--- config.mk ---
export PLATFORM = sky130hd
export DESIGN_NAME = msf_root_cell
export DESIGN_NICKNAME = d
export VERILOG_FILES = /design/src/design/msf_pkg.sv /design/src/design/msf_root_cell.sv
export SDC_FILE = /design/constraint.sdc
export NUM_CORES = 1
export LEC_CHECK = 0
export ABC_CLOCK_PERIOD_IN_PS = 800
export BUFFER_PORTS_ARGS = -buffer_cell sky130_fd_sc_hd__buf_2
export CORE_AREA = 10 10 279 281
export CTS_BUF_LIST = sky130_fd_sc_hd__clkbuf_4
export CTS_CLUSTER_SIZE = 28
export DETAILED_ROUTE_END_ITERATION = 6
export DIE_AREA = 0 0 289 291
export MAX_ROUTING_LAYER = met4
export PLACE_DENSITY = 0.51
export SLEW_MARGIN = 10
export SYNTH_ARGS = -nofsm -noshare
export SYNTH_HDL_FRONTEND = slang
export SYNTH_SLANG_ARGS = --single-unit
--- constraint.sdc ---
create_clock -name clk_i -period 0.8 [get_ports clk_i]
set_input_delay 0.04 -clock clk_i [delete_from_list [all_inputs] [get_ports clk_i]]
set_output_delay 0.04 -clock clk_i [all_outputs]
set_load 0.01 [all_outputs]
--- src/design/msf_pkg.sv ---
package msf_pkg;

  localparam int unsigned FracBits = 16;
  localparam int unsigned CoordW   = 32;
  localparam int unsigned DiffW    = 33;
  localparam int unsigned SumW     = 68;
  localparam int unsigned RootW    = 34;
  localparam int unsigned NumW     = 98;
  localparam int unsigned QuotW    = 65;

  typedef enum logic [0:0] {
    RegSpringStrength = 1'b0,
    RegRestLength     = 1'b1
  } reg_idx_e;

  // Root cell payload: the running root and remainder of the length and
  // of the diagonal rest length, plus what later cells need.
  typedef struct packed {
    logic                 valid;
    logic [SumW-1:0]      len_rem;
    logic [RootW-1:0]     len_root;
    logic [SumW-1:0]      rst_rem;
    logic [RootW-1:0]     rst_root;
    logic                 diag;
    logic [31:0]          rest;
    logic [31:0]          k;
    logic [2:0]           neg;
    logic [DiffW-1:0]     mag_x;
    logic [DiffW-1:0]     mag_y;
    logic [DiffW-1:0]     mag_z;
  } root_t;

  // Divider cell payload: one restoring step on three quotients at once.
  typedef struct packed {
    logic                 valid;
    logic                 live;
    logic [NumW-1:0]      num_x;
    logic [NumW-1:0]      num_y;
    logic [NumW-1:0]      num_z;
    logic [QuotW-1:0]     rem_x;
    logic [QuotW-1:0]     rem_y;
    logic [QuotW-1:0]     rem_z;
    logic [NumW-1:0]      quo_x;
    logic [NumW-1:0]      quo_y;
    logic [NumW-1:0]      quo_z;
    logic [QuotW-1:0]     den;
    logic [2:0]           neg;
  } div_t;

endpackage

--- src/design/msf_root_cell.sv ---
// One bit of a restoring square root for the length and the diagonal rest.
module msf_root_cell #(
  parameter int unsigned Bit = 0
) (
  input  logic           clk_i,
  input  logic           rst_ni,
  input  msf_pkg::root_t in_i,
  output msf_pkg::root_t out_o
);

  localparam int unsigned SW = msf_pkg::SumW;
  localparam int unsigned RW = msf_pkg::RootW;

  msf_pkg::root_t d;
  logic [SW-1:0] trial_len, trial_rst;

  // test (2*root + 2^bit) * 2^bit against the remainder
  always_comb begin
    d = in_i;
    trial_len = ({{(SW-RW){1'b0}}, in_i.len_root} << (Bit + 1))
              | ({{(SW-1){1'b0}}, 1'b1} << (2 * Bit));
    trial_rst = ({{(SW-RW){1'b0}}, in_i.rst_root} << (Bit + 1))
              | ({{(SW-1){1'b0}}, 1'b1} << (2 * Bit));
    if (in_i.len_rem >= trial_len) begin
      d.len_rem  = in_i.len_rem - trial_len;
      d.len_root = in_i.len_root | (RW'(1) << Bit);
    end
    if (in_i.rst_rem >= trial_rst) begin
      d.rst_rem  = in_i.rst_rem - trial_rst;
      d.rst_root = in_i.rst_root | (RW'(1) << Bit);
    end
  end

  always_ff @(posedge clk_i or negedge rst_ni) begin
    if (!rst_ni) begin
      out_o <= '0;
    end else begin
      out_o <= d;
    end
  end

endmodule

== After elaboration in Yosys (flattened, before gate mapping) ==
Index checks and enable logic that the tools add are counted.

* Bits of input ports: 374
* Word-level logic and storage cells: 18
* Register bits: 372
* Output and inout port bits: 372

* Muxes and demuxes: 2
* Add/subtract/negate cells: 2
* Magnitude comparators: 2

{| class="wikitable"
|+ Operator list
! cell !! count
|-
| 102-bit two-way mux || 2
|-
| 68-bit by 35-bit greater-or-equal comparator with 1-bit output || 2
|-
| 68-bit by 35-bit subtractor with 68-bit output || 2
|}

== Longest topological paths before layout ==
* Depth after elaboration: 2
* Depth in mapped cells: 14
* Depth with buffers taken out: 12

== Worst setup path after synthesis ==
Ideal clock, no wire load.

* Kind: input -> register
* Start: input in_i[185] (netlist bit)
* End: register out_o[257] (netlist bit)
* Required time: 0.668 ns
* Data arrival time: 2.558 ns
* Setup slack: -1.890 ns
* Library setup time: 0.132 ns
* Path buffers: 2
* Cell stages on the path: 13
* Cells stage by stage: inv_1 -> ha_1 -> clkbuf_1 -> a21oi_1 -> o21ai_0 -> or2_2 -> or4_1 -> a31oi_1 -> nand2_1 -> o211ai_1 -> buf_4 -> nor3_1 -> xor2_1

{| class="wikitable"
|+ RTL lines
! element !! line !! text
|-
| start: declaration || msf_root_cell.sv:7 || <nowiki>input msf_pkg::root_t in_i,</nowiki>
|-
| end signal: assignment || msf_root_cell.sv:36 || <nowiki>out_o <= '0;</nowiki>
|-
| end signal: assignment || msf_root_cell.sv:38 || <nowiki>out_o <= d;</nowiki>
|-
| end: declaration || msf_root_cell.sv:8 || <nowiki>output msf_pkg::root_t out_o</nowiki>
|}

==> flow_summary_export.csv <==
group,metric,value,unit
worst_setup_path,endpoint_kind,"flop",
clocking,cts_tree,"built",
floorplanning,die_width,289,um
placed_design,place_area,0.0252,mm2
min_path,hold_path.class,"in2reg",
clocking,h-tree-depth,3,
floorplanning,rows,99,
logic_synthesis,synth-edff-count,0,
clocking,clk_pin_slew,0.07,ns
floorplanning,start_util,0.220,
run_status,violations,"negative hold slack, negative setup slack",
worst_setup_path,worstPathRequired,1.55,ns
flow_run,max-cap-violations,0,
pwr,switching_share,0.314,
placed_design,io_buffers,745,
finish,final_area,0.0358,mm2
finish,nets,3712,
timing,finalHoldViolCount,143,
pwr,p_switching,18.0,mW
worst_setup_path,worstPathMaxFanout,8,
worst_setup_path,setup.worst_path.start_class,"input port",
finish,seqCellArea,0.00932,mm2
worst_setup_path,crit_end,"out_o[342]$_DFF_PN0_",
route,num_vias,19123,
worst_setup_path,startpoint,"in_i[367]",
logic_synthesis,ys_ff_latch,372,
floorplanning,die_h,291,um
worst_setup_path,critical_path_arrival,2.75,ns
finish,largest_register,"out_o",
finish,top_regs,"out_o: 372 flops",
worst_setup_path,crit_family,"simple AND/OR/NAND/NOR gates",
global_routing,grt_overflow_total,0,
floorplanning,die-area,0.0841,mm2
pwr,internal_power,39.3,mW
clocking,cts_buffer_depth,3,
worst_setup_path,cp_common_cell,"buf_4",
pwr,power,57.2,mW
timing,hold_ws,-0.731,ns
route,dr.first_iter.drc_count,946,
finish,drive_gt1_frac,0.543,
finish,finalNonFillerCells,4328,
placed_design,routabilityCongestion,1.01,
worst_setup_path,crit_buf_inv,3,
route,vias_per_cell,4.42,
logic_synthesis,synth_warnings,0,
route,dr.pass1.iters,5,
finish,multi_input_area,0.00850,mm2
timing,worst_slew_pin_slew,0.509,ns
timing,slew_headroom,0.657,
timing,finalSetupViolCount,510,
route,wire_per_inst,22.1,um
pwr,combPwrFrac,0.305,
worst_setup_path,path_depth,11,
logic_synthesis,avgSynthCellArea,11.2,um2
clocking,root_buffer,"clkbuf_4",
global_routing,grt_pass1_vias,21131,
timing,fmax,0.500,GHz
pwr,power.density,1600,mW/mm2
placed_design,place_inst,3543,
floorplanning,pin_count,746,
finish,area_growth,125,%
placed_design,dp_hpwl,72000,um
global_routing,grt_pass1_wl,135000,um
worst_setup_path,worstSetupPathType,"in2reg",
logic_synthesis,synth_ff_type,"dfrtp_1",
timing,setup_ws,-1.20,ns
floorplanning,coreArea,0.0723,mm2
timing,drv_slew,0,
worst_setup_path,crit_path_cell_trace,"buf_6 > or4_4 > or4b_4 > nor4_4 > o21ai_4 > nor4b_4 > nor2_4 > buf_4 > and4_4 > buf_4 > xor2_2",
worst_setup_path,worst_path_max_delay_cell,"or4_4",
logic_synthesis,synth_fp_nets,1869,
logic_synthesis,ys_seq_area_frac,0.585,
placed_design,place_ws,-2.22,ns
logic_synthesis,async_flop_share,1.00,
pwr,sequentialPowerShare,0.371,
run_status,status,"finished, violations left",
global_routing,antenna_found_initial,28,
route,wirelength,95400,um
logic_synthesis,yosysUniqueCellTypes,65,
logic_synthesis,syn_area,0.0159,mm2
route,ant_nets,0,
global_routing,grt_max_degree,42,
finish,n_fill_cell,6511,
pwr,vdd_drop_max,1.57,mV
pwr,p_leak,17.1,nW
timing,min_period_over_period,2.50,
route,drc,0,
global_routing,grtUsageTotal,0.219,
timing,setup_tns,-370.71,ns
min_path,hold_start,"in_i[289]",
pwr,p_clk_frac,0.323,
timing,period_needed,2.00,ns
clocking,cts.sinks,372,
logic_synthesis,syn_inst,1423,
clocking,numCtsBuffers,104,
timing,rsz0062_at_grt,"true",
finish,largest_reg_flops,372,
worst_setup_path,max_stage_delay,0.54,ns
-- routing by layer --
layer	GRT usage	routed length [um]	up-vias
li1	-	-	8733
met1	0.241	35800	9423
met2	0.370	48400	764
met3	0.0565	7460	203
met4	0.0922	3740	0
met5	-	0	-
-- cells by family (layout without fill, tap and decap cells) --
family / Yosys count / after routing / synth area share
fa+ha+maj: 72 / 72 / 0.0575
xor+xnor: 132 / 132 / 0.0726
simple gates: 402 / 403 / 0.128
mux: 11 / 11 / 0.00778
compound gates: 304 / 304 / 0.117
buf+inv: 130 / 2051 / 0.0327
other cells: 0 / 24 / 0
flops: 372 / 372 / 0.585
-- cells in the final DEF, fill, tap and decap left out, types with 16 or more instances in the layout --
cell	instances
dlygate4sd3_1	507
buf_2	485
buf_4	474
dfrtp_1	366
buf_6	273
clkbuf_4	136
a21oi_1	76
xor2_1	64
nor2_1	60
nand2_1	56
xnor2_1	50
ha_4	48
inv_1	46
a21o_1	40
o21ai_2	32
clkinv_1	30
nand4_1	29
nand2_4	28
buf_12	28
a21oi_2	25
diode_2	24
o21ai_0	24
inv_2	23
nand3_1	23
nand2_2	23
nor2_4	18
ha_1	17
nor3_1	16
-- cell usage after synthesis, types with 29 or more instances --
cell	number	area, um2
clkbuf_1	32	120
nor2_1	89	334
xnor2_1	65	569
xor2_1	67	587
o21ai_0	74	370
a21oi_1	108	541
ha_1	70	876
nand3_1	32	160
inv_1	84	315
dfrtp_1	372	9310
nand4_1	29	181
nand2_1	107	402
a21o_1	40	300
nor3_1	30	150
-- stage by stage --
step / hold slack (ns) / util
floorplan: -0.256 / -
global placement: -0.146 / 0.349
detailed placement: -0.143 / 0.349
CTS: -0.852 / 0.461
global route: -0.816 / 0.495
finish: -0.731 / 0.495
-- worst min-delay path by stage --
stage / endpoint / slack [ns] / cells past startpoint
global placement: out_o[125]$_DFF_PN0_ / -0.15 / 1
finish: out_o[289]$_DFF_PN0_ / -0.73 / 1
CTS: out_o[288]$_DFF_PN0_ / -0.85 / 1
detailed placement: out_o[125]$_DFF_PN0_ / -0.14 / 1
floorplan: out_o[0]$_DFF_PN0_ / -0.26 / 0
global route: out_o[289]$_DFF_PN0_ / -0.82 / 1
-- cell type report --
cell class | instances | area share
clock buffers | 136 | 0.0285
multi-input cells | 922 | 0.237
flip-flops and latches | 372 | 0.260
clock inverters | 49 | 0.00972
inverters | 84 | 0.0103
repair buffers | 1782 | 0.419
well taps | 959 | 0.0335
diodes | 24 | 0.00168
-- power by group through the flow --
stage               registers, mW  clock network, mW  logic (mW)
finish                       21.2               18.5        17.5
global route                 21.3               20.2        18.6
detailed placement           21.3                  0        12.7
floorplan                    22.0                  0        4.23
global placement             21.3                  0        12.6
CTS                          21.0               19.1        15.5
-- timing repair --
action,CTS,global route
hold buffers,491,20
cloned,11,1
endpoints found under the hold margin,744,515
pin swaps,89,84
setup endpoints to repair,510,882
buffers inserted,53,27
resized for setup,284,550
No activity file was read; power rests on OpenSTA's default activity.
