**src/design/msf_pkg.sv**
```systemverilog
package msf_pkg;

  localparam int unsigned FracBits = 16;
  localparam int unsigned CoordW   = 32;
  localparam int unsigned DiffW    = 33;
  localparam int unsigned SumW     = 68;
  localparam int unsigned RootW    = 34;
  localparam int unsigned NumW     = 98;
  localparam int unsigned QuotW    = 65;

  typedef enum logic [0:0] {
    RegSpringStrength = 1'b0,
    RegRestLength     = 1'b1
  } reg_idx_e;

  // Root cell payload: the running root and remainder of the length and
  // of the diagonal rest length, plus what later cells need.
  typedef struct packed {
    logic                 valid;
    logic [SumW-1:0]      len_rem;
    logic [RootW-1:0]     len_root;
    logic [SumW-1:0]      rst_rem;
    logic [RootW-1:0]     rst_root;
    logic                 diag;
    logic [31:0]          rest;
    logic [31:0]          k;
    logic [2:0]           neg;
    logic [DiffW-1:0]     mag_x;
    logic [DiffW-1:0]     mag_y;
    logic [DiffW-1:0]     mag_z;
  } root_t;

  // Divider cell payload: one restoring step on three quotients at once.
  typedef struct packed {
    logic                 valid;
    logic                 live;
    logic [NumW-1:0]      num_x;
    logic [NumW-1:0]      num_y;
    logic [NumW-1:0]      num_z;
    logic [QuotW-1:0]     rem_x;
    logic [QuotW-1:0]     rem_y;
    logic [QuotW-1:0]     rem_z;
    logic [NumW-1:0]      quo_x;
    logic [NumW-1:0]      quo_y;
    logic [NumW-1:0]      quo_z;
    logic [QuotW-1:0]     den;
    logic [2:0]           neg;
  } div_t;

endpackage

```
**src/design/msf_div_cell.sv**
```systemverilog
// One quotient bit of a restoring divide, three components in parallel.
module msf_div_cell #(
  parameter int unsigned Bit = 0
) (
  input  logic          clk_i,
  input  logic          rst_ni,
  input  msf_pkg::div_t in_i,
  output msf_pkg::div_t out_o
);

  localparam int unsigned QW = msf_pkg::QuotW;
  localparam int unsigned NW = msf_pkg::NumW;

  msf_pkg::div_t d;
  logic [QW:0] sx, sy, sz;

  // shift in the next numerator bit, subtract where it fits
  always_comb begin
    d  = in_i;
    sx = {in_i.rem_x, in_i.num_x[Bit]};
    sy = {in_i.rem_y, in_i.num_y[Bit]};
    sz = {in_i.rem_z, in_i.num_z[Bit]};
    d.rem_x = sx[QW-1:0];
    d.rem_y = sy[QW-1:0];
    d.rem_z = sz[QW-1:0];
    if (sx >= {1'b0, in_i.den}) begin
      d.rem_x = QW'(sx - {1'b0, in_i.den});
      d.quo_x = in_i.quo_x | (NW'(1) << Bit);
    end
    if (sy >= {1'b0, in_i.den}) begin
      d.rem_y = QW'(sy - {1'b0, in_i.den});
      d.quo_y = in_i.quo_y | (NW'(1) << Bit);
    end
    if (sz >= {1'b0, in_i.den}) begin
      d.rem_z = QW'(sz - {1'b0, in_i.den});
      d.quo_z = in_i.quo_z | (NW'(1) << Bit);
    end
  end

  always_ff @(posedge clk_i or negedge rst_ni) begin
    if (!rst_ni) begin
      out_o <= '0;
    end else begin
      out_o <= d;
    end
  end

endmodule

```
**config.mk**
```make
export PLATFORM = sky130hd
export DESIGN_NAME = msf_div_cell
export DESIGN_NICKNAME = d
export VERILOG_FILES = /design/src/design/msf_pkg.sv /design/src/design/msf_div_cell.sv
export SDC_FILE = /design/constraint.sdc
export NUM_CORES = 1
export LEC_CHECK = 0
export BUFFER_PORTS_ARGS = -buffer_cell sky130_fd_sc_hd__buf_4
export CORE_AREA = 2 2 671 673
export CTS_BUF_LIST = sky130_fd_sc_hd__clkbuf_2
export DETAILED_ROUTE_END_ITERATION = 16
export DIE_AREA = 0 0 673 675
export PLACE_DENSITY = 0.3
export SLEW_MARGIN = 20
export SYNTH_ARGS = -nofsm -noshare
export SYNTH_HDL_FRONTEND = slang
export SYNTH_SLANG_ARGS = --single-unit
```
**constraint.sdc**
```tcl
create_clock -name clk_i -period 1 [get_ports clk_i]
set_input_delay 0.1 -clock clk_i [delete_from_list [all_inputs] [get_ports clk_i]]
set_output_delay 0.1 -clock clk_i [all_outputs]
set_load 0.02 [all_outputs]
```
==> results of run 1 <==
## logic make-up after synthesis
kind of cell | count (synthesis) | share of synthesized area [%]
adder cells (fa/ha/maj) | 198 | 7.028
XOR/XNOR | 174 | 4.285
AND/OR/NAND/NOR | 609 | 8.291
flip-flops | 853 | 60.01
buffers and inverters | 230 | 2.716
multiplexers | 133 | 4.197
AO/OA/AOI/OAI | 752 | 13.47
## synth_stat cells, types with 7 or more instances
cell,count,area share (%)
and3_1,21,0.37
xor2_1,66,1.6
clkbuf_1,73,0.77
buf_2,16,0.23
a21boi_0,8,0.17
nor2b_1,13,0.23
or2_2,9,0.16
a211o_1,7,0.17
nor3_1,51,0.72
nand3_1,47,0.66
nand2_1,160,1.7
a21o_1,125,2.6
xnor2_1,108,2.7
o31ai_1,17,0.36
o21bai_1,45,0.95
or3_1,10,0.18
mux2_2,125,4.0
nor2_1,157,1.7
a21oi_1,278,3.9
inv_1,129,1.4
nand4_1,68,1.2
o21ai_0,126,1.8
o21a_1,15,0.32
nor4_1,10,0.18
a221oi_1,9,0.22
a31oi_1,23,0.40
nand2b_1,21,0.37
o211ai_1,16,0.34
buf_6,11,0.35
and2_1,17,0.30
dfrtp_1,853,60
ha_1,195,6.9
a211oi_1,13,0.27
## through the flow
| stage | setup WS [ns] | instance area [sq um] | setup TNS [ns] | util, % |
|---|---|---|---|---|
| floorplan | -2.150 | 36290 | -380.59 | - |
| global placement | -3.342 | 64610 | -573.80 | 14.45 |
| detailed placement | -3.252 | 64610 | -574.66 | 14.45 |
==> impl_metrics.yaml, run 1 <==
run_status:
  status: "did not finish"
  stop_stage: "clock tree synthesis (4_1_cts)"
  error: "[ERROR RSZ-0060] Max buffer count reached."
clock_network:
  cts_root_buffer: "clkbuf_2"
  cts_sinks: 853
  post_cts_buffers: 80
  cts.htree.levels: 5
  cts_max_path_buffers: 4
  ctsHoldBuffers: 2431
  cts-resized-gates: 1121
  cts_buffers: 290
yosys:
  synthesis.nets: 4002
  ys.flop_type: "dfrtp_1"
  yosysWarnings: 0
  synth_seq_cells: 853
  postSynthAreaPerCell_sq_um: 12.06
  synth_edf_count: 0
  syn_area_sq_um: 35570
  yosysSeqAreaShare_pct: 60.01
  synth.distinct_cells: 84
  netlist_instances: 2949
  async_flop_share_pct: 100.0
floorplan:
  die_y_um: 675
  die_x_um: 673
  initial_utilization_pct: 7.953
  row_count: 246
  io_pins: 1708
placement:
  post-dp-hpwl_um: 338300
  port-buffer-count: 1707
  placed_cells: 11558
  place.gp.congestion: 0.9500
==> run 2: changes to the inputs <==
--- a/config.mk
+++ b/config.mk
@@ -6,11 +6,10 @@
 export NUM_CORES = 1
 export LEC_CHECK = 0
 export BUFFER_PORTS_ARGS = -buffer_cell sky130_fd_sc_hd__buf_4
-export CORE_AREA = 2 2 671 673
-export CTS_BUF_LIST = sky130_fd_sc_hd__clkbuf_2
+export CORE_AREA = 2 2 661 663
 export DETAILED_ROUTE_END_ITERATION = 16
-export DIE_AREA = 0 0 673 675
-export PLACE_DENSITY = 0.3
+export DIE_AREA = 0 0 663 665
+export PLACE_DENSITY_LB_ADDON = 0.15
 export SLEW_MARGIN = 20
 export SYNTH_ARGS = -nofsm -noshare
 export SYNTH_HDL_FRONTEND = slang
==> impl_metrics.yaml, run 2 <==
run_status:
  status: "finished, violations left"
  failed_checks: "hold timing, setup timing"
power:
  clock_power_share_pct: 37.9
  comb_power_share_pct: 32.8
  p_int_uw: 90570
  irDropWorstVdd_mv: 1.040
  p_leak_uw: 0.04024
  fin_total_pwr_uw: 135900
  swShare_pct: 33.37
  power.switching_uw: 45370
  powerDensity_nw_per_um2: 1524
  seq_power_share_pct: 29.3
clock_network:
  path_clk_slew_ns: 0.05
  cts_max_path_buffers: 4
  cts_buffers: 137
  cts_root_buffer: "clkbuf_16"
  cts_sinks: 853
  cts_tree: "built"
  cts.htree.levels: 4
finish:
  top_regs: "out_o: 853 flops"
  design_area_sq_um: 89200
  final_cell_mix: "1946 x buf_4, 1349 x dlygate4sd3_1, 798 x dfrtp_1"
  num-fill-cells: 47715
  syn_to_final_growth_pct: 150.8
  multi_input_area_sq_um: 15590
  drive_gt1_share_pct: 48.88
  largest_register: "out_o"
  seq_area_sq_um: 21410
  mostFrequentLayoutCell: "buf_4"
  final_util_pct: 20.59
  nNetsFinal: 8259
  largest_register_ffs: 853
timing:
  final.setup.worst_slack_ns: -2.006
  relSlewSlack_pct: 46.61
  rsz0062_at_grt: "true"
  finalHoldViolations: 61
  period_share_pct: 300.6
  worst-slew-pin-transition_ns: 0.7940
  finalCriticalPeriod_ns: 3.006
  drv_slew: 0
  tns_ns: -786.28
  holdWs_ns: -0.5943
  max_freq_mhz: 332.7
  setup_viol: 1327
yosys:
  synth_top_area_share_pct: 60.01
  synth_common_cells: "853 x dfrtp_1, 278 x a21oi_1, 195 x ha_1"
  yosysSeqAreaShare_pct: 60.01
  ys.flop_type: "dfrtp_1"
  syn_area_sq_um: 35570
  synth_area_leaders: "dfrtp_1 60%, ha_1 6.9%, mux2_2 4.0%"
  postSynthAreaPerCell_sq_um: 12.06
  yosysWarnings: 0
  netlist_instances: 2949
  synth_seq_cells: 853
  synthesis.nets: 4002
  synth_edf_count: 0
  yosysTopAreaCell: "dfrtp_1"
  async_flop_share_pct: 100.0
  synth.distinct_cells: 84
  yosysMostFrequentCell: "dfrtp_1"
placement:
  port-buffer-count: 1707
  post-dp-hpwl_um: 348900
  placed_area_sq_um: 64670
  place.gp.congestion: 0.9689
critical_path:
  cpMostUsedCell: "buf_12"
  path_max_fanout: 8
  setup.worst_path.class: "input pin to flip-flop"
  required_ns: 1.71
  crit_arrival_ns: 3.72
  slowest_stage: "dlygate4sd3_1"
  worstPathCellList: "buf_4 > dlygate4sd3_1 > ha_1 > inv_1 > nor2_1 > nand3_2 > nor4_2 > a221o_2 > o21ai_2 > a2111o_1 > and2_4 > buf_12 > buf_12 > buf_16 > mux2_4"
  path_buf_inv: 6
  worstSetupStartpointType: "input pin"
  max_stage_delay_ns: 0.66
  crit_family: "buffers and inverters"
  endpoint_kind: "flip-flop"
min_path:
  hold_class: "input pin to flip-flop"
drt:
  wl_per_cell_um: 30.64
  first_iter_violations: 1852
  dr_total_vias: 42306
  post-route-drc-count: 0
  drt_pass1_iterations: 7
  routed_wl_um: 401700
  postRouteAntennaNets: 0
  viasPerCell: 3.227
floorplan:
  die_x_um: 663
  initial_utilization_pct: 8.209
  die_y_um: 665
  io_pins: 1708
  row_count: 242
  design.core.area_sq_um: 433300
  dieArea_sq_um: 440900
global_routing:
  grt_pass1_vias: 46258
  grt_pass1_wl_um: 506700
  antenna_found_initial: 209
  overflow: 0
  grt_use_total_pct: 17.70
  grt_max_degree: 53
flow_run:
  drv_cap: 0
[run 2: cell counts after synthesis]
No cell type changed its count.
[run 2: layout make-up]
type | count | area share, %
Tap cell | 5734 | 8.043
Sequential cell | 853 | 24.01
Inverter | 130 | 0.6073
Timing Repair Buffer | 4217 | 44.53
Clock buffer | 185 | 4.343
Antenna cell | 73 | 0.2048
Clock inverter | 51 | 0.7953
Multi-Input combinational cell | 1867 | 17.47
[run 2: path summary, 6_finish.rpt]
path                              end  slack, ns  startpoint  depth (start not counted)
setup / recovery           out_o[504]      -2.01   in_i[533]                         15
hold / removal               out_o[4]      -0.59     in_i[4]                          1
max in group asynchronous  out_o[176]      -0.15      rst_ni                          6
min in group asynchronous  out_o[389]       0.27      rst_ni                          4
[run 2: kinds of logic (layout without fill, tap and decap cells)]
family                   Yosys count  count (layout)  share of synthesized area, %
AO/OA/AOI/OAI                    752             752                         13.47
XOR/XNOR                         174             174                         4.285
adder cells (fa/ha/maj)          198             198                         7.028
buffers and inverters            230            4583                         2.716
flip-flops                       853             853                         60.01
multiplexers                     133             133                         4.197
other                              0              73                             0
AND/OR/NAND/NOR                  609             610                         8.291
[run 2: routing by layer]
metal,global-route usage [%],part of all wire (%),vias to the layer above
met5,0,0.090,-
met4,5.444,3.7,54
met3,3.806,5.1,479
met2,33.93,54,1432
met1,19.19,37,21269
li1,-,-,19072
[run 2: repair_timing]
item / in CTS / in global routing
gates resized for setup: 1132 / 214
hold buffers: 1318 / 43
setup endpoints to repair: 1051 / 1872
pin swaps: 43 / 39
endpoints found under the hold margin: 1706 / 99
cloned: 11 / 1
buffers inserted: 75 / 28
[run 2: per-stage QoR]
| stage | hold slack (ns) | worst slack (ns) | cells |
|---|---|---|---|
| 2_1_floorplan | -0.1956 | -2.150 | 2949 |
| 3_3_place_gp | -0.04965 | -3.480 | 11353 |
| 3_5_place_dp | -0.04862 | -3.460 | 11353 |
| 4_1_cts | -0.7277 | -2.009 | 12986 |
| 5_1_grt | -0.6587 | -2.065 | 13074 |
| 6_report | -0.5943 | -2.006 | 13110 |
[run 2: power groups by stage]
| stage | logic (uW) | registers [uW] | clock network [uW] |
|---|---|---|---|
| after floorplan | 8960 | 43000 | 0 |
| after global placement | 36300 | 40000 | 0 |
| after detailed placement | 36200 | 39900 | 0 |
| after CTS | 45200 | 39900 | 53900 |
| after global routing | 47200 | 40100 | 54900 |
| final | 44600 | 39800 | 51500 |
No activity file was read; power rests on OpenSTA's default activity.
==> run 3: changes to the inputs <==
--- a/config.mk
+++ b/config.mk
@@ -7,6 +7,7 @@
 export LEC_CHECK = 0
 export BUFFER_PORTS_ARGS = -buffer_cell sky130_fd_sc_hd__buf_4
 export CORE_AREA = 2 2 661 663
+export CTS_BUF_LIST = sky130_fd_sc_hd__clkbuf_8 sky130_fd_sc_hd__clkbuf_16
 export DETAILED_ROUTE_END_ITERATION = 16
 export DIE_AREA = 0 0 663 665
 export PLACE_DENSITY_LB_ADDON = 0.15
==> impl_metrics.yaml, run 3 (synthesis results as in run 2) <==
run_status:
  status: "finished, violations left"
  failed_checks: "hold timing, setup timing"
timing:
  tns_ns: -787.03
  rsz0062_at_grt: "true"
  max_freq_mhz: 332.7
  holdWs_ns: -0.5942
  period_share_pct: 300.6
  relSlewSlack_pct: 46.66
  final.setup.worst_slack_ns: -2.006
  drv_slew: 0
  worst-slew-pin-transition_ns: 0.7933
  finalHoldViolations: 61
  setup_viol: 1327
  finalCriticalPeriod_ns: 3.006
clock_network:
  cts_sinks: 853
  cts.htree.levels: 4
  cts_root_buffer: "clkbuf_16"
  cts_max_path_buffers: 4
  cts_buffers: 137
  path_clk_slew_ns: 0.05
  cts_tree: "built"
power:
  p_leak_uw: 0.04035
  powerDensity_nw_per_um2: 1521
  p_int_uw: 90300
  comb_power_share_pct: 32.9
  seq_power_share_pct: 29.3
  swShare_pct: 33.46
  clock_power_share_pct: 37.8
  power.switching_uw: 45400
  irDropWorstVdd_mv: 1.035
finish:
  largest_register: "out_o"
  nNetsFinal: 8259
  multi_input_area_sq_um: 15590
  drive_gt1_share_pct: 48.88
  top_regs: "out_o: 853 flops"
  num-fill-cells: 47719
  largest_register_ffs: 853
  final_cell_mix: "1946 x buf_4, 1349 x dlygate4sd3_1, 798 x dfrtp_1"
  mostFrequentLayoutCell: "buf_4"
  seq_area_sq_um: 21410
  syn_to_final_growth_pct: 150.8
drt:
  wl_per_cell_um: 30.64
  postRouteAntennaNets: 0
  first_iter_violations: 1718
  viasPerCell: 3.222
  drt_pass1_iterations: 5
  routed_wl_um: 401700
  dr_total_vias: 42246
  post-route-drc-count: 0
critical_path:
  crit_family: "compound AO/OA/AOI/OAI gates"
  endpoint_kind: "flip-flop"
  path_max_fanout: 8
  max_stage_delay_ns: 0.43
  crit_arrival_ns: 3.73
  slowest_stage: "a221o_2"
  setup.worst_path.class: "input pin to flip-flop"
  path_buf_inv: 7
  required_ns: 1.72
  worstPathCellList: "buf_6 > inv_12 > ha_4 > inv_2 > fa_2 > a21o_4 > a221oi_4 > buf_12 > o22ai_4 > a21oi_4 > o31ai_4 > a221o_2 > o21ai_2 > a2111o_1 > and2_4 > buf_12 > buf_12 > buf_16 > mux2_4"
  cpMostUsedCell: "buf_12"
  worstSetupStartpointType: "input pin"
floorplan:
  initial_utilization_pct: 8.209
  io_pins: 1708
  dieArea_sq_um: 440900
  die_x_um: 663
  row_count: 242
  design.core.area_sq_um: 433300
  die_y_um: 665
placement:
  place.gp.congestion: 0.9689
  port-buffer-count: 1707
  post-dp-hpwl_um: 348900
min_path:
  hold_class: "input pin to flip-flop"
global_routing:
  grt_pass1_wl_um: 506700
  grt_max_degree: 53
  grt_pass1_vias: 46245
  antenna_found_initial: 209
  overflow: 0
  grt_use_total_pct: 17.70
flow_run:
  drv_cap: 0
[run 3: cell types whose count changed in the layout (fill, tap and decap cells not counted)]
cell	change
clkbuf_1	-26
inv_1	+26
[run 3: layout make-up]
cell class / count / share of cell area (%)
multi-input cells: 1867 / 17.47
clock inverters: 77 / 0.9047
clock buffers: 159 / 4.233
inverters: 130 / 0.6073
repair buffers: 4217 / 44.53
diodes: 73 / 0.2048
flip-flops and latches: 853 / 24.01
well taps: 5734 / 8.043
[run 3: power by group through the flow]
stage | registers, uW | clock network (uW) | logic (uW)
finish | 39800 | 51300 | 44600
global route | 40100 | 54700 | 47200
CTS | 39900 | 53600 | 45200
detailed placement | 39900 | 0 | 36200
global placement | 40000 | 0 | 36300
floorplan | 43000 | 0 | 8960
[run 3: repair_timing]
action	in CTS	in global routing
pin swaps	43	39
gates resized for setup	1132	214
cloned	11	1
hold buffers	1318	43
endpoints found under the hold margin	1706	99
endpoints found under the setup margin	1051	1872
setup buffers	75	28
[run 3: through the flow]
step	worst slack [ns]	total power, uW	std cells	util (%)	instance area, sq um
finish	-2.006	135700	13110	20.59	89200
global route	-2.065	142000	13074	20.57	89110
CTS	-2.009	138700	12986	20.25	87720
detailed placement	-3.460	76050	11353	14.92	64670
global placement	-3.480	76270	11353	14.92	64670
floorplan	-2.150	51930	2949	-	36290
[run 3: path summary, 6_finish.rpt]
| check | from | endpoint | slack (ns) | cells after the start |
|---|---|---|---|---|
| min | in_i[4] | out_o[4] | -0.59 | 1 |
| min in group asynchronous | rst_ni | out_o[389] | 0.26 | 4 |
| max in group asynchronous | rst_ni | out_o[176] | -0.15 | 6 |
| max | in_i[753] | out_o[504] | -2.01 | 19 |
[run 3: metal layers]
metal	GRT usage [%]	part of all wire, %
met1	19.18	37
met2	33.93	54
met3	3.809	5.1
met4	5.444	3.9
met5	0	0.091
==> run 4: changes to the inputs <==
--- a/config.mk
+++ b/config.mk
@@ -10,6 +10,7 @@
 export CTS_BUF_LIST = sky130_fd_sc_hd__clkbuf_8 sky130_fd_sc_hd__clkbuf_16
 export DETAILED_ROUTE_END_ITERATION = 16
 export DIE_AREA = 0 0 663 665
+export GPL_TIMING_DRIVEN = 0
 export PLACE_DENSITY_LB_ADDON = 0.15
 export SLEW_MARGIN = 20
 export SYNTH_ARGS = -nofsm -noshare
==> constraint.sdc (replaced) <==
create_clock -name clk_i -period 2.73 [get_ports clk_i]
set_input_delay 0.273 -clock clk_i [delete_from_list [all_inputs] [get_ports clk_i]]
set_output_delay 0.273 -clock clk_i [all_outputs]
set_load 0.02 [all_outputs]
==> impl_metrics.yaml, run 4 (synthesis results as in run 2) <==
run_status:
  status: "finished, violations left"
  failed_checks: "hold timing, setup timing"
clock_network:
  cts_max_path_buffers: 4
  cts.htree.levels: 4
  cts_tree: "built"
  cts_root_buffer: "clkbuf_16"
  cts_buffers: 139
  path_clk_slew_ns: 0.06
  cts_sinks: 853
finish:
  final_cell_mix: "1817 x buf_4, 940 x dlygate4sd3_1, 853 x dfrtp_1"
  num-fill-cells: 48207
  mostFrequentLayoutCell: "buf_4"
  largest_register: "out_o"
  top_regs: "out_o: 853 flops"
  syn_to_final_growth_pct: 113.8
  largest_register_ffs: 853
  final_cells: 11834
  nNetsFinal: 6991
  drive_gt1_share_pct: 44.18
power:
  fin_total_pwr_uw: 47210
  powerDensity_nw_per_um2: 620.7
  swShare_pct: 34.52
  p_leak_uw: 0.03336
  irDropWorstVdd_mv: 0.3625
  power.switching_uw: 16300
  seq_power_share_pct: 30.1
  comb_power_share_pct: 29.8
  clock_power_share_pct: 40.1
  p_int_uw: 30910
drt:
  routed_wl_um: 396600
  drt_pass1_iterations: 5
  viasPerCell: 3.196
  wl_per_cell_um: 33.51
  postRouteAntennaNets: 0
  post-route-drc-count: 0
  first_iter_violations: 1952
  dr_total_vias: 37817
timing:
  relSlewSlack_pct: 45.67
  drv_slew: 0
  setup_viol: 198
  final.setup.worst_slack_ns: -0.6617
  rsz0062_at_grt: "true"
  finalHoldViolations: 18
  worst-slew-pin-transition_ns: 0.8150
  finalCriticalPeriod_ns: 3.392
  holdWs_ns: -0.4451
  tns_ns: -101.64
  period_share_pct: 124.2
  max_freq_mhz: 294.8
critical_path:
  slowest_stage: "dlygate4sd3_1"
  worstSetupStartpointType: "input pin"
  required_ns: 3.40
  crit_arrival_ns: 4.06
  max_stage_delay_ns: 0.60
  path_max_fanout: 7
  worstPathCellList: "buf_4 > dlygate4sd3_1 > ha_4 > nand2_1 > nor3_1 > nand2_2 > o21ai_4 > and3_1 > a221o_2 > o21ai_2 > a2111o_1 > and2_4 > buf_12 > buf_16 > o41ai_4"
  path_buf_inv: 4
  crit_family: "compound AO/OA/AOI/OAI gates"
  setup.worst_path.class: "input pin to flip-flop"
  endpoint_kind: "flip-flop"
floorplan:
  io_pins: 1708
  die_y_um: 665
  dieArea_sq_um: 440900
  die_x_um: 663
  initial_utilization_pct: 8.209
  row_count: 242
  design.core.area_sq_um: 433300
global_routing:
  grt_pass1_vias: 39884
  grt_use_total_pct: 17.31
  grt_max_degree: 112
  antenna_found_initial: 259
  grt_pass1_wl_um: 485600
  overflow: 0
placement:
  placed_cells: 10403
  port-buffer-count: 1707
  place.gp.congestion: 0.9502
  post-dp-hpwl_um: 337500
  post-place-ws_ns: -3.667
min_path:
  hold_class: "input pin to flip-flop"
  holdPathEnd: "out_o[655]"
  worstHoldStart: "in_i[655]"
  min_delay_path_depth: 1
flow_run:
  drv_cap: 0
==> run 4: cell types whose count changed in the layout (fill, tap and decap cells not counted), moves of 22 or more <==
| cell | delta |
|---|---|
| buf_12 | -41 |
| dfrtp_1 | +55 |
| clkinvlp_4 | +26 |
| dlygate4sd3_1 | -409 |
| buf_4 | -129 |
| ha_4 | +23 |
| buf_8 | -22 |
| buf_6 | -728 |
| dfrtp_2 | -55 |
| inv_1 | -26 |
| ha_1 | -36 |
| clkbuf_1 | +36 |
==> run 4: cell type report <==
type,count,area (sq um),share of cell area [%]
Clock inverter,75,760.7,1.000
Tap cell,5734,7174,9.434
Sequential cell,853,21350,28.07
Antenna cell,64,160.2,0.2106
Buffer,66,694.4,0.9131
Timing Repair Buffer,2882,25300,33.27
Clock buffer,164,3856,5.070
Multi-Input combinational cell,1866,16110,21.19
Inverter,130,646.9,0.8506
==> run 4: worst max path at each step <==
stage,endpoint,start,cells after the start,slack (ns)
after CTS,out_o[500],in_i[753],19,-0.60
final,out_o[545],in_i[527],15,-0.66
after floorplan,out_o[518],in_i[753],16,-0.59
after global placement,out_o[642],rst_ni,1,-11.98
after detailed placement,out_o[488],in_i[13],14,-3.67
after global routing,out_o[549],in_i[753],19,-0.68
==> run 4: what timing repair did <==
action                                  CTS  global route
pin swaps                                51            61
gates resized for setup                 448           211
cloned                                    8             7
hold buffers                            924            33
hold endpoints to repair                982            51
endpoints found under the setup margin  198           287
buffers inserted                        140            78
==> run 4: metal layers <==
metal / track usage [%] / wire [um] / vias to the layer above / part of all wire (%)
li1: - / - / 16529 / -
met1: 18.82 / 147300 / 19144 / 37
met2: 33.12 / 212000 / 1555 / 53
met3: 4.047 / 22740 / 519 / 5.7
met4: 4.728 / 14070 / 70 / 3.5
met5: 0 / 474 / - / 0.12
==> run 4: through the flow <==
step	util, %	instance area [sq um]
after floorplan	-	36290
after global placement	12.99	56280
after detailed placement	13.08	56660
after CTS	17.14	74280
after global routing	17.53	75980
final	17.55	76050
==> run 4: power groups by stage <==
stage          sequential, uW  combinational, uW  clock [uW]
6_report                14200              14100       18900
5_1_grt                 14300              14800       20300
4_1_cts                 14200              14000       19900
3_5_place_dp            14400              11500           0
3_3_place_gp            14500              11500           0
2_1_floorplan           15700               3280           0
